<file path="config.mk">
export PLATFORM = sky130hd
export DESIGN_NAME = shell_command_tokenizer_top_flat
export DESIGN_NICKNAME = d
export VERILOG_FILES = /design/src/rtl/sct_pkg.sv /design/src/rtl/sct_if.sv /design/src/rtl/shell_command_tokenizer_top.sv /design/src/rtl/sct_decode.sv /design/src/rtl/sct_evbuf.sv /design/src/flat_wrapper.sv
export SDC_FILE = /design/constraint.sdc
export NUM_CORES = 1
export LEC_CHECK = 0
export BUFFER_PORTS_ARGS = -buffer_cell sky130_fd_sc_hd__buf_4
export CAP_MARGIN = 40
export CORE_MARGIN = 1
export CORE_UTILIZATION = 40
export CTS_CLUSTER_DIAMETER = 60
export DETAILED_ROUTE_END_ITERATION = 8
export GPL_TIMING_DRIVEN = 0
export PLACE_DENSITY_LB_ADDON = 0.1
export SYNTH_ARGS = -nofsm -noshare
export SYNTH_HDL_FRONTEND = slang
export SYNTH_SLANG_ARGS = --single-unit
</file>
<file path="constraint.sdc">
create_clock -name clk -period 4.3 [get_ports clk]
set_input_delay 0.86 -clock clk [delete_from_list [all_inputs] [get_ports clk]]
set_output_delay 0.86 -clock clk [all_outputs]
set_load 0.02 [all_outputs]
</file>
<file path="src/rtl/sct_pkg.sv">
// shared types and constants for the shell command tokenizer
// no dependencies; every other file but sct_if imports this package

package sct_pkg;

    localparam int MaxEvents = 4;
    localparam int CountW    = 3;

    localparam logic [7:0] CH_SPACE   = 8'h20;
    localparam logic [7:0] CH_LESS    = 8'h3C;
    localparam logic [7:0] CH_GREATER = 8'h3E;
    localparam logic [7:0] CH_PIPE    = 8'h7C;
    localparam logic [7:0] CH_QUOTE   = 8'h22;
    localparam logic [7:0] CH_SEMI    = 8'h3B;
    localparam logic [7:0] CH_AMP     = 8'h26;
    localparam logic [7:0] CH_DOLLAR  = 8'h24;

    localparam logic [1:0] EV_CHAR = 2'd0;
    localparam logic [1:0] EV_END  = 2'd1;
    localparam logic [1:0] EV_EOL  = 2'd2;

    typedef struct packed {
        logic [7:0] sym;
        logic [1:0] kind;
        logic       err;
        logic       last;
    } event_t;

    // decoded event list handed from the decoder to the result buffer
    typedef struct packed {
        logic                        valid;
        logic [CountW-1:0]           count;
        event_t [MaxEvents-1:0]      ev;
    } dec_out_t;

    function automatic event_t mk_event(logic [7:0] sym, logic [1:0] kind, logic err);
        event_t e;
        e.sym  = sym;
        e.kind = kind;
        e.err  = err;
        e.last = 1'b0;
        return e;
    endfunction

endpackage

</file>
<file path="src/rtl/sct_if.sv">
// handshake channels of the tokenizer: byte input and event output
// no dependencies

interface sct_in_if;
    logic       valid;
    logic       ready;
    logic [7:0] symbol;
    logic       line_end;

    modport source (output valid, output symbol, output line_end, input ready);
    modport sink   (input valid, input symbol, input line_end, output ready);
endinterface

interface sct_out_if;
    logic       valid;
    logic       ready;
    logic [7:0] out_symbol;
    logic [1:0] event_kind;
    logic       open_quote_error;
    logic       last_of_run;

    modport source (output valid, output out_symbol, output event_kind,
                     output open_quote_error, output last_of_run, input ready);
    modport sink   (input valid, input out_symbol, input event_kind,
                    input open_quote_error, input last_of_run, output ready);
endinterface

</file>
<file path="src/rtl/shell_command_tokenizer_top.sv">
// Shell command tokenizer: takes one command-line byte per transfer on bytes and
// produces token-character, end-of-token and end-of-line events on events. A byte
// is registered, decoded combinationally into up to four events, and these sit
// in a result buffer that sends one per transfer. Throughput is one byte per cycle
// while each byte yields at most one event and events are taken; a byte yielding
// several events holds the buffer until its last is taken, one yielding none still
// passes through it. A byte's events leave via the input and buffer registers.
// depends on sct_pkg, sct_if, sct_decode and sct_evbuf

module shell_command_tokenizer_top (
    input  logic      clk,
    input  logic      rst_n,
    sct_in_if.sink    bytes,
    sct_out_if.source events
);
    import sct_pkg::*;

    dec_out_t dec;
    logic     free;

    sct_decode u_decode (
        .clk   (clk),
        .rst_n (rst_n),
        .bytes (bytes),
        .take  (free),
        .dec   (dec)
    );

    sct_evbuf u_evbuf (
        .clk    (clk),
        .rst_n  (rst_n),
        .dec    (dec),
        .free   (free),
        .events (events)
    );

endmodule

</file>
<file path="src/rtl/sct_decode.sv">
// input register, lexer state and the per-byte event decode
// depends on sct_pkg and sct_in_if

module sct_decode (
    input  logic             clk,
    input  logic             rst_n,
    sct_in_if.sink           bytes,
    input  logic             take,
    output sct_pkg::dec_out_t dec
);
    import sct_pkg::*;

    logic       in_valid_reg, in_valid_next;
    logic [7:0] sym_reg;
    logic       end_reg;
    logic       quote_reg, quote_next;
    logic       open_reg, open_next;
    logic       gt_reg, gt_next;

    logic                   consume;
    logic [CountW-1:0]      n;
    event_t [MaxEvents-1:0] evs;
    logic                   handled;
    logic                   special;

    assign consume     = in_valid_reg && take;
    assign bytes.ready = !in_valid_reg || take;

    always_comb
    begin
        in_valid_next = in_valid_reg;
        if (bytes.ready)
        begin
            in_valid_next = bytes.valid;
        end
    end

    always_ff @(posedge clk or negedge rst_n)
    begin
        if (!rst_n)
        begin
            in_valid_reg <= 1'b0;
            quote_reg    <= 1'b0;
            open_reg     <= 1'b0;
            gt_reg       <= 1'b0;
        end
        else
        begin
            in_valid_reg <= in_valid_next;
            if (consume)
            begin
                quote_reg <= quote_next;
                open_reg  <= open_next;
                gt_reg    <= gt_next;
            end
        end
    end

    always_ff @(posedge clk)
    begin
        if (bytes.valid && bytes.ready)
        begin
            sym_reg <= bytes.symbol;
            end_reg <= bytes.line_end;
        end
    end

    assign special = (sym_reg == CH_LESS) || (sym_reg == CH_PIPE) ||
                     (sym_reg == CH_SEMI) || (sym_reg == CH_AMP) ||
                     (sym_reg == CH_DOLLAR);

    always_comb
    begin
        n          = '0;
        evs        = '0;
        handled    = 1'b0;
        quote_next = quote_reg;
        open_next  = open_reg;
        gt_next    = gt_reg;

        // a pending > either pairs into >> or is ended first
        if (gt_reg)
        begin
            gt_next = 1'b0;
            if (sym_reg == CH_GREATER)
            begin
                evs[n[1:0]] = mk_event(sym_reg, EV_CHAR, 1'b0);
                n = n + 1'b1;
                evs[n[1:0]] = mk_event(8'h00, EV_END, 1'b0);
                n = n + 1'b1;
                handled = 1'b1;
            end
            else
            begin
                evs[n[1:0]] = mk_event(8'h00, EV_END, 1'b0);
                n = n + 1'b1;
            end
        end

        if (!handled)
        begin
            if (quote_next)
            begin
                if (sym_reg == CH_QUOTE)
                begin
                    quote_next = 1'b0;
                end
                else
                begin
                    evs[n[1:0]] = mk_event(sym_reg, EV_CHAR, 1'b0);
                    n = n + 1'b1;
                    open_next = 1'b1;
                end
            end
            else if (sym_reg == CH_SPACE || sym_reg == CH_QUOTE ||
                     sym_reg == CH_GREATER || special)
            begin
                if (open_next)
                begin
                    evs[n[1:0]] = mk_event(8'h00, EV_END, 1'b0);
                    n = n + 1'b1;
                    open_next = 1'b0;
                end
                if (sym_reg == CH_QUOTE)
                begin
                    quote_next = 1'b1;
                end
                else if (sym_reg == CH_GREATER)
                begin
                    evs[n[1:0]] = mk_event(sym_reg, EV_CHAR, 1'b0);
                    n = n + 1'b1;
                    gt_next = 1'b1;
                end
                else if (special)
                begin
                    evs[n[1:0]] = mk_event(sym_reg, EV_CHAR, 1'b0);
                    n = n + 1'b1;
                    evs[n[1:0]] = mk_event(8'h00, EV_END, 1'b0);
                    n = n + 1'b1;
                end
            end
            else
            begin
                evs[n[1:0]] = mk_event(sym_reg, EV_CHAR, 1'b0);
                n = n + 1'b1;
                open_next = 1'b1;
            end
        end

        // end of line closes whatever is open, then marks the line
        if (end_reg)
        begin
            if (gt_next || open_next)
            begin
                evs[n[1:0]] = mk_event(8'h00, EV_END, 1'b0);
                n = n + 1'b1;
            end
            evs[n[1:0]] = mk_event(8'h00, EV_EOL, quote_next);
            n = n + 1'b1;
            quote_next = 1'b0;
            open_next  = 1'b0;
            gt_next    = 1'b0;
        end

        for (int i = 0; i < MaxEvents; i++)
        begin
            evs[i].last = (CountW'(i) == n - 1'b1);
        end
    end

    assign dec.valid = in_valid_reg;
    assign dec.count = n;
    assign dec.ev    = evs;

endmodule

</file>
<file path="src/rtl/sct_evbuf.sv">
// result buffer: holds the events of one byte and hands them out one per transfer
// depends on sct_pkg and sct_out_if

module sct_evbuf (
    input  logic              clk,
    input  logic              rst_n,
    input  sct_pkg::dec_out_t dec,
    output logic              free,
    sct_out_if.source         events
);
    import sct_pkg::*;

    event_t [MaxEvents-1:0] ev_reg;
    logic [CountW-1:0]      cnt_reg, cnt_next;
    logic                   load;
    logic                   pop;

    // free once the buffer is empty or its final event leaves this cycle
    assign free = (cnt_reg == '0) || ((cnt_reg == CountW'(1)) && events.ready);
    assign load = dec.valid && free;
    assign pop  = events.valid && events.ready;

    always_comb
    begin
        cnt_next = cnt_reg;
        if (load)
        begin
            cnt_next = dec.count;
        end
        else if (pop)
        begin
            cnt_next = cnt_reg - 1'b1;
        end
    end

    always_ff @(posedge clk or negedge rst_n)
    begin
        if (!rst_n)
        begin
            cnt_reg <= '0;
        end
        else
        begin
            cnt_reg <= cnt_next;
        end
    end

    always_ff @(posedge clk)
    begin
        if (load)
        begin
            ev_reg <= dec.ev;
        end
        else if (pop)
        begin
            for (int i = 0; i < MaxEvents - 1; i++)
            begin
                ev_reg[i] <= ev_reg[i+1];
            end
        end
    end

    assign events.valid            = (cnt_reg != '0);
    assign events.out_symbol       = ev_reg[0].sym;
    assign events.event_kind       = ev_reg[0].kind;
    assign events.open_quote_error = ev_reg[0].err;
    assign events.last_of_run      = ev_reg[0].last;

endmodule

</file>
<file path="src/flat_wrapper.sv">
// flat-port wrapper written by rule: the top's interface ports become plain ports
module shell_command_tokenizer_top_flat import sct_pkg::*;
  (clk, rst_n, bytes_valid, bytes_symbol, bytes_line_end, bytes_ready, events_valid, events_out_symbol, events_event_kind, events_open_quote_error, events_last_of_run, events_ready);
  sct_in_if bytes_i ();
  sct_out_if events_i ();
  input  logic clk;
  input  logic rst_n;
  input wire logic [$bits(bytes_i.valid)-1:0] bytes_valid;
  input wire logic [$bits(bytes_i.symbol)-1:0] bytes_symbol;
  input wire logic [$bits(bytes_i.line_end)-1:0] bytes_line_end;
  output wire logic [$bits(bytes_i.ready)-1:0] bytes_ready;
  output wire logic [$bits(events_i.valid)-1:0] events_valid;
  output wire logic [$bits(events_i.out_symbol)-1:0] events_out_symbol;
  output wire logic [$bits(events_i.event_kind)-1:0] events_event_kind;
  output wire logic [$bits(events_i.open_quote_error)-1:0] events_open_quote_error;
  output wire logic [$bits(events_i.last_of_run)-1:0] events_last_of_run;
  input wire logic [$bits(events_i.ready)-1:0] events_ready;
  assign bytes_i.valid = bytes_valid;
  assign bytes_i.symbol = bytes_symbol;
  assign bytes_i.line_end = bytes_line_end;
  assign bytes_ready = bytes_i.ready;
  assign events_valid = events_i.valid;
  assign events_out_symbol = events_i.out_symbol;
  assign events_event_kind = events_i.event_kind;
  assign events_open_quote_error = events_i.open_quote_error;
  assign events_last_of_run = events_i.last_of_run;
  assign events_i.ready = events_ready;
  shell_command_tokenizer_top u_core (.clk(clk), .rst_n(rst_n), .bytes(bytes_i), .events(events_i));
endmodule
</file>
==> flow_metrics.env, run 1 <==
export IMPL_maxCapViolations=0
export IMPL_grt_usage=0.208
export IMPL_slowest_delay_ns=0.38
export IMPL_totalWireLength_microns=9890
export IMPL_postSynthAreaPerCell_sq_um=10.8
export IMPL_clk_latency_ns=0.35
export IMPL_fin_area_sq_um=4680
export IMPL_worstPathCellList="buf_6 > and4b_2 > nand3_4 > nand2_8 > xnor2_4 > ha_4 > nor2_2 > a21oi_1 > nor3b_2 > o211ai_2 > ha_1 > mux2_4 > ha_2 > nand2b_4 > o21a_1 > nor2_1 > ha_1 > nor2_4 > a32o_1"
export IMPL_clock_fmax_mhz=243
export IMPL_r2r_cells=19
export IMPL_pwr_share_seq=0.412
export IMPL_hold_viol=0
export IMPL_endpoint_kind="register"
export IMPL_final_nets=446
export IMPL_dr_first_iter_drc_count=217
export IMPL_largest_reg_flops=36
export IMPL_coreArea_sq_um=9330
export IMPL_start_kind="register"
export IMPL_antenna_cells=0
export IMPL_clock_sinks=64
export IMPL_rows=35
export IMPL_ys_warn_count=0
export IMPL_powerDensity_nw_per_um2=529
export IMPL_timing_final_ws_setup_ns=0.180
export IMPL_postPlaceCellArea_sq_um=4290
export IMPL_r2r_start="u_core.u_decode.sym_reg[0]"
export IMPL_ys_seq_elements=64
export IMPL_drv_slew=0
export IMPL_skew_ns=0.0135
export IMPL_setup_tns_ns=0
export IMPL_cts_root_buf="clkbuf_8"
export IMPL_irDropWorstVdd_v=0.000264
export IMPL_h_tree_depth=3
export IMPL_syn_instance_count=362
export IMPL_grt_start_max_net_pins=37
export IMPL_setup_worst_path_class="register to register"
export IMPL_grt_pass1_wl_microns=15600
export IMPL_critical_path_required_ns=4.41
export IMPL_r2r_end="u_core.u_evbuf.ev_reg[12]"
export IMPL_p_switching_mw=0.868
export IMPL_synth_edff_count=57
export IMPL_ys_async_sr_fraction=0.109
export IMPL_cpMostUsedCell="ha_1"
export IMPL_max_slew_margin_rel=0.497
export IMPL_drive_gt1_frac=0.254
export IMPL_numCtsBuffers=9
export IMPL_first_pass_iters=5
export IMPL_fp_dieW_microns=101
export IMPL_vias=3021
export IMPL_grt_pass1_vias=2804
export IMPL_die_h_microns=101
export IMPL_syn_area_sq_um=3890
export IMPL_leakage_nw=1.89
export IMPL_period_needed_ns=4.12
export IMPL_antenna_found_initial=0
export IMPL_avgViaCountPerCell=5.53
export IMPL_ant_nets=0
export IMPL_ff2ff_setup_slack_ns=0.18
export IMPL_port_buffers=26
export IMPL_ys_types=67
export IMPL_fin_cells=546
export IMPL_dp_worst_setup_slack_ns=-0.440
export IMPL_die_area_sq_um=10100
export IMPL_ys_seq_area_frac=0.484
export IMPL_finalPower_mw=2.48
export IMPL_cp_arrival_ns=4.23
export IMPL_pwr_share_clk=0.200
export IMPL_boundaryPins=27
export IMPL_cts_hold_fix_buffers=0
export IMPL_setup_viol=0
export IMPL_crit_slowest_cell="edfxtp_1"
export IMPL_fin_crit_sh=0.958
export IMPL_synthFlopType="edfxtp_1"
export IMPL_drc=0
export IMPL_hold_path_class="input pin to asynchronous set/reset pin"
export IMPL_outcome="completed"
export IMPL_clockBufferDepth=2
export IMPL_place_gp_congestion=0.883
export IMPL_wl_per_cell_microns=18.1
export IMPL_internal_power_mw=1.61
export IMPL_syn_to_final_growth_pct=20.2
export IMPL_power_frac_comb=0.388
export IMPL_switching_share=0.351
export IMPL_place_inst=520
export IMPL_worst_slew_pin_slew_ns=0.747
export IMPL_clkSlewWorstSetupHoldPaths_ns=0.07
export IMPL_overflow=0
export IMPL_hpwl_microns=6850
export IMPL_cts_tree="built"
export IMPL_path_max_fanout=10
export IMPL_start_util=0.418
## power groups by stage
stage | Combinational, mW | Clock, mW | Sequential [mW]
after floorplan | 0.611 | 0 | 1.02
final | 0.960 | 0.495 | 1.02
after global routing | 1.05 | 0.525 | 1.04
after CTS | 0.925 | 0.499 | 1.02
after detailed placement | 0.905 | 0 | 1.03
after global placement | 0.872 | 0 | 1.03
## placed cells by master, fill, tap and decap left out, types with 6 or more instances in the layout
cell      count
buf_4        50
edfxtp_1     57
ha_1         17
nand3_1       9
o21ai_0      21
a22o_1       12
a21oi_1      15
inv_1        18
nor2_1       24
clkbuf_8      9
dfrtp_1       7
clkbuf_1     11
a32o_1        8
nand2_1      36
a21o_1        6
## what timing repair did
item                       4_1_cts  5_1_grt
gates resized for setup         13       15
pin swaps                        1       11
buffers inserted                 2       10
setup endpoints to repair       21       11
## cells by family (layout without fill, tap and decap cells)
group | count (synthesis) | in the layout | synth area share
adders and majority gates | 19 | 19 | 0.0610
AOI/OAI and AO/OA | 102 | 102 | 0.199
muxes | 4 | 4 | 0.0112
and+or+nand+nor | 114 | 114 | 0.162
other | 1 | 2 | 0.000963
xor gates and xnor gates | 7 | 7 | 0.0157
buffers and inverters | 51 | 105 | 0.0662
DFF | 64 | 64 | 0.484
## area by class of cell
cell class,instances,area [sq um]
clock buffer,9,124
fill,846,4650
timing repair buffer,40,320
clock inverter,5,50.0
multi-input combinational,248,1870
sequential,64,1890
inverter,20,75.1
tap,129,161
buffer,31,191
## critical path, delay by kind of cell (launching register included)
family	cells	cell delay, ns
fa+ha+maj	4	1.14
flops	1	0.38
compound gates	4	0.64
xor+xnor	1	0.10
buf+inv	1	0.16
simple gates	8	1.17
mux	1	0.28
## cell usage after synthesis (4+ instances only)
| cell | count | share of area |
|---|---|---|
| and3_1 | 4 | 0.0064 |
| nand3_1 | 9 | 0.012 |
| o21a_1 | 4 | 0.0077 |
| and2_1 | 5 | 0.0080 |
| a21o_1 | 6 | 0.012 |
| dfrtp_1 | 7 | 0.045 |
| buf_4 | 12 | 0.023 |
| nand2_1 | 37 | 0.036 |
| a22o_1 | 12 | 0.027 |
| a32o_1 | 8 | 0.021 |
| nor2_1 | 26 | 0.025 |
| xnor2_1 | 4 | 0.0090 |
| nor2b_1 | 4 | 0.0064 |
| nor3_1 | 4 | 0.0051 |
| edfxtp_1 | 57 | 0.44 |
| o31ai_1 | 4 | 0.0077 |
| buf_2 | 5 | 0.0064 |
| o21ai_0 | 21 | 0.027 |
| a21oi_1 | 15 | 0.019 |
| ha_1 | 19 | 0.061 |
| clkbuf_1 | 11 | 0.011 |
| inv_1 | 19 | 0.018 |
## per-stage QoR
step / hold slack (ns) / util
3_3_place_gp: 0.495 / 0.456
3_5_place_dp: 0.503 / 0.460
5_1_grt: 0.302 / 0.502
2_1_floorplan: 0.482 / -
4_1_cts: 0.307 / 0.486
6_report: 0.306 / 0.502
## worst max path at each step
stage                                     from                           endpoint  slack, ns  depth (start not counted)
floorplan           u_core.u_decode.sym_reg[6]          u_core.u_evbuf.ev_reg[12]       0.15                         20
global placement    u_core.u_decode.sym_reg[7]  u_core.u_evbuf.events.last_of_run      -0.46                         19
detailed placement  u_core.u_decode.sym_reg[7]          u_core.u_evbuf.ev_reg[24]      -0.44                         19
CTS                 u_core.u_decode.sym_reg[0]          u_core.u_evbuf.ev_reg[24]      0.009                         19
global route        u_core.u_decode.sym_reg[0]          u_core.u_evbuf.ev_reg[12]     -0.007                         19
finish              u_core.u_decode.sym_reg[0]          u_core.u_evbuf.ev_reg[12]       0.18                         19
## per-layer routing
layer  vias to the layer above  wire (microns)  GRT usage
met2                        92            4520      0.323
met5                         -               0          0
met1                      1476            4760      0.293
met4                         0             174     0.0736
li1                       1438               -          -
met3                        15             440     0.0374
No activity file was read; power rests on OpenSTA's default activity.
==> run 2: changes to the inputs <==
--- a/config.mk
+++ b/config.mk
@@ -17,2 +17,3 @@
 export SYNTH_HDL_FRONTEND = slang
+export SYNTH_HIERARCHICAL = 1
 export SYNTH_SLANG_ARGS = --single-unit
==> constraint.sdc (replaced) <==
create_clock -name clk -period 4.3 [get_ports clk]
set_input_delay 0.43 -clock clk [delete_from_list [all_inputs] [get_ports clk]]
set_output_delay 0.43 -clock clk [all_outputs]
set_load 0.02 [all_outputs]
==> run 2 against run 1 <==
Sequential share of layout area decreased by 1.8 points. Non-clock buffer count is 2 lower. Wire length shrank 5.1%. Clock-buffer cell count grew 1. Cell count rose by 2.9%. First-iteration DRC count fell by 16%. Die area up 7.2%. Maximum frequency down 0.49%. Critical endpoint is now u_core/u_evbuf/cnt_reg[2]. Hold slack got worse by 0.061 ns. Via count up 0.66%. Sequential power is 11% higher. Power increased by 21%.
==> flow_metrics.env, run 2 <==
export IMPL_post_synth_top_count_cell="edfxtp_1"
export IMPL_start_kind="register"
export IMPL_overflow=0
export IMPL_cp_arrival_ns=4.38
export IMPL_ys_seq_elements=64
export IMPL_ys_warn_count=6
export IMPL_numCtsBuffers=9
export IMPL_coreArea_sq_um=9950
export IMPL_critical_path_required_ns=4.54
export IMPL_antenna_cells=0
export IMPL_maxCapViolations=0
export IMPL_start_util=0.420
export IMPL_irDropWorstVdd_v=0.000308
export IMPL_port_buffers=26
export IMPL_avgViaCountPerCell=5.41
export IMPL_slowest_delay_ns=0.51
export IMPL_synth_area_leaders="edfxtp_1, mux2_4, mux2_2"
export IMPL_worstPathCellList="buf_4 > and4bb_2 > and2_4 > buf_6 > o21ai_2 > ha_1 > and3_1 > mux2i_1 > and2_4 > inv_1 > ha_1 > or3_1 > o221a_4 > or2_1 > or4b_4 > o211a_1"
export IMPL_drive_gt1_frac=0.312
export IMPL_antenna_found_initial=0
export IMPL_syn_instance_count=376
export IMPL_synth_xor_area_share=0.0105
export IMPL_ys_types=68
export IMPL_synthSimpleGateAreaFrac=0.153
export IMPL_drc=0
export IMPL_final_common_cell="edfxtp_1"
export IMPL_fin_cells=562
export IMPL_cts_tree="built"
export IMPL_synth_edff_count=57
export IMPL_synth_top_area_frac=0.409
export IMPL_endpoint_kind="register"
export IMPL_powerDensity_nw_per_um2=612
export IMPL_setup_viol=0
export IMPL_clk_latency_ns=0.36
export IMPL_drv_slew=0
export IMPL_clockBufferDepth=2
export IMPL_grt_pass1_vias=3005
export IMPL_r2r_cells=16
export IMPL_synthAdderAreaFrac=0.0419
export IMPL_path_max_fanout=10
export IMPL_finalPower_mw=2.99
export IMPL_postSynthAreaPerCell_sq_um=11.1
export IMPL_wl_per_cell_microns=16.7
export IMPL_final_cell_mix="edfxtp_1, buf_4, a21oi_1, inv_1, mux2_4"
export IMPL_synth_largest_area_cell="edfxtp_1"
export IMPL_final_nets=452
export IMPL_dr_first_iter_drc_count=182
export IMPL_die_area_sq_um=10900
export IMPL_boundaryPins=27
export IMPL_cts_root_buf="clkbuf_8"
export IMPL_hold_viol=0
export IMPL_ys_async_sr_fraction=0.109
export IMPL_crit_slowest_cell="or4b_4"
export IMPL_h_tree_depth=3
export IMPL_synth_top_family_by_area="simple AND/OR/NAND/NOR gates"
export IMPL_grt_start_max_net_pins=36
export IMPL_largest_reg_flops=36
export IMPL_min_path_cells=1
export IMPL_setup_worst_path_class="register to register"
export IMPL_synth_commonest_cells="edfxtp_1, a21oi_1, inv_1, nand2_1, mux2_4"
export IMPL_totalWireLength_microns=9390
export IMPL_synthFlopType="edfxtp_1"
export IMPL_clock_fmax_mhz=242
export IMPL_clkSlewWorstSetupHoldPaths_ns=0.07
export IMPL_grt_pass1_wl_microns=15500
export IMPL_syn_to_final_growth_pct=17.0
export IMPL_hpwl_microns=6710
export IMPL_ys_seq_area_frac=0.451
export IMPL_first_pass_iters=5
export IMPL_clock_sinks=64
export IMPL_fillers=902
export IMPL_worst_slew_pin_slew_ns=0.579
export IMPL_hold_path_class="input pin to register"
export IMPL_syn_area_sq_um=4180
export IMPL_place_inst=539
export IMPL_grt_usage=0.183
export IMPL_outcome="completed"
export IMPL_ff2ff_setup_slack_ns=0.16
export IMPL_fin_crit_sh=0.963
export IMPL_ant_nets=0
export IMPL_leakage_nw=1.99
export IMPL_place_gp_congestion=0.851
export IMPL_fp_dieW_microns=104
export IMPL_period_needed_ns=4.14
export IMPL_vias=3041
export IMPL_muxShareOfSynthArea=0.120
export IMPL_die_h_microns=104
export IMPL_skew_ns=0.0103
export IMPL_rows=36
export IMPL_max_slew_margin_rel=0.604
export IMPL_synth_compound_area_share=0.143
run 2: cell types whose count changed after synthesis, moves of 5 or more:
cell	previous run	this run
mux2_4	0	20
nand2_1	37	21
mux2_2	3	17
a22o_1	12	0
nor2_1	26	14
nor3_1	4	16
a21oi_1	15	26
o21ai_0	21	11
a32o_1	8	1
inv_1	19	25
a211oi_1	3	8
and2_1	5	10
ha_1	19	14
nand3_1	9	4
run 2: final cells by class:
| cell class | instances | area [sq um] | area share |
|---|---|---|---|
| Sequential cell | 64 | 1890 | 0.386 |
| Inverter | 26 | 97.6 | 0.0199 |
| Clock inverter | 5 | 48.8 | 0.00997 |
| Buffer | 31 | 234 | 0.0478 |
| Multi-Input combinational cell | 255 | 2030 | 0.415 |
| Tap cell | 133 | 166 | 0.0340 |
| Clock buffer | 10 | 128 | 0.0261 |
| Timing Repair Buffer | 38 | 300 | 0.0614 |
run 2: cell families (layout without fill, tap and decap cells):
family / count (synthesis) / after routing
simple gates: 110 / 110
other cells: 1 / 3
flops: 64 / 64
compound gates: 85 / 85
xor+xnor: 5 / 5
mux: 38 / 38
fa+ha+maj: 14 / 14
buf+inv: 59 / 110
run 2: report_power, final:
part           leakage [nW]  switching, mW  internal (mW)
clock                0.0849          0.235          0.259
combinational          1.27          0.670          0.698
sequential            0.638         0.0888           1.04
total                  1.99          0.993           2.00
run 2: worst paths after layout:
path	from	endpoint
max in group asynchronous	rst_n	u_core/u_evbuf/cnt_reg[0]
setup reg to reg	u_core/u_decode/sym_reg[1]	u_core/u_evbuf/cnt_reg[2]
hold / removal	bytes_line_end	u_core/u_decode/end_reg
hold reg to reg	u_core/u_evbuf/ev_reg[23]	u_core/u_evbuf/events.out_symbol[7]
setup / recovery	u_core/u_decode/sym_reg[1]	u_core/u_evbuf/cnt_reg[2]
min in group asynchronous	rst_n	u_core/u_decode/in_valid_reg
run 2: worst max-delay path: cells and delay by family, from the launching register on:
family                   cells  cell delay (ns)
flip-flops                   1             0.39
adder cells (fa/ha/maj)      2             0.59
AO/OA/AOI/OAI                3             0.55
buffers and inverters        3             0.37
AND/OR/NAND/NOR              7             1.92
multiplexers                 1             0.20
run 2: metrics by stage:
stage / hold WS (ns) / utilization / worst slack (ns) / setup TNS (ns) / area (sq um)
floorplan: 0.134 / - / 0.0764 / 0 / 4190
global placement: 0.246 / 0.457 / -1.01 / -15.66 / 4550
detailed placement: 0.249 / 0.460 / -0.620 / -13.30 / 4580
CTS: 0.238 / 0.486 / 0.0374 / 0 / 4830
global route: 0.241 / 0.492 / -0.0236 / -0.0720 / 4890
finish: 0.245 / 0.492 / 0.160 / 0 / 4890
run 2: routing by layer:
| layer | GRT usage | wire length, microns |
|---|---|---|
| met2 | 0.288 | 4410 |
| met1 | 0.251 | 4440 |
| met4 | 0.0816 | 184 |
| met5 | 0 | 0 |
| met3 | 0.0244 | 350 |
run 2: what timing repair did:
item,4_1_cts,5_1_grt
buffers inserted,7,2
hold buffers,1,0
endpoints found under the setup margin,38,20
pin swaps,1,4
gates resized for setup,7,16
endpoints found under the hold margin,7,0
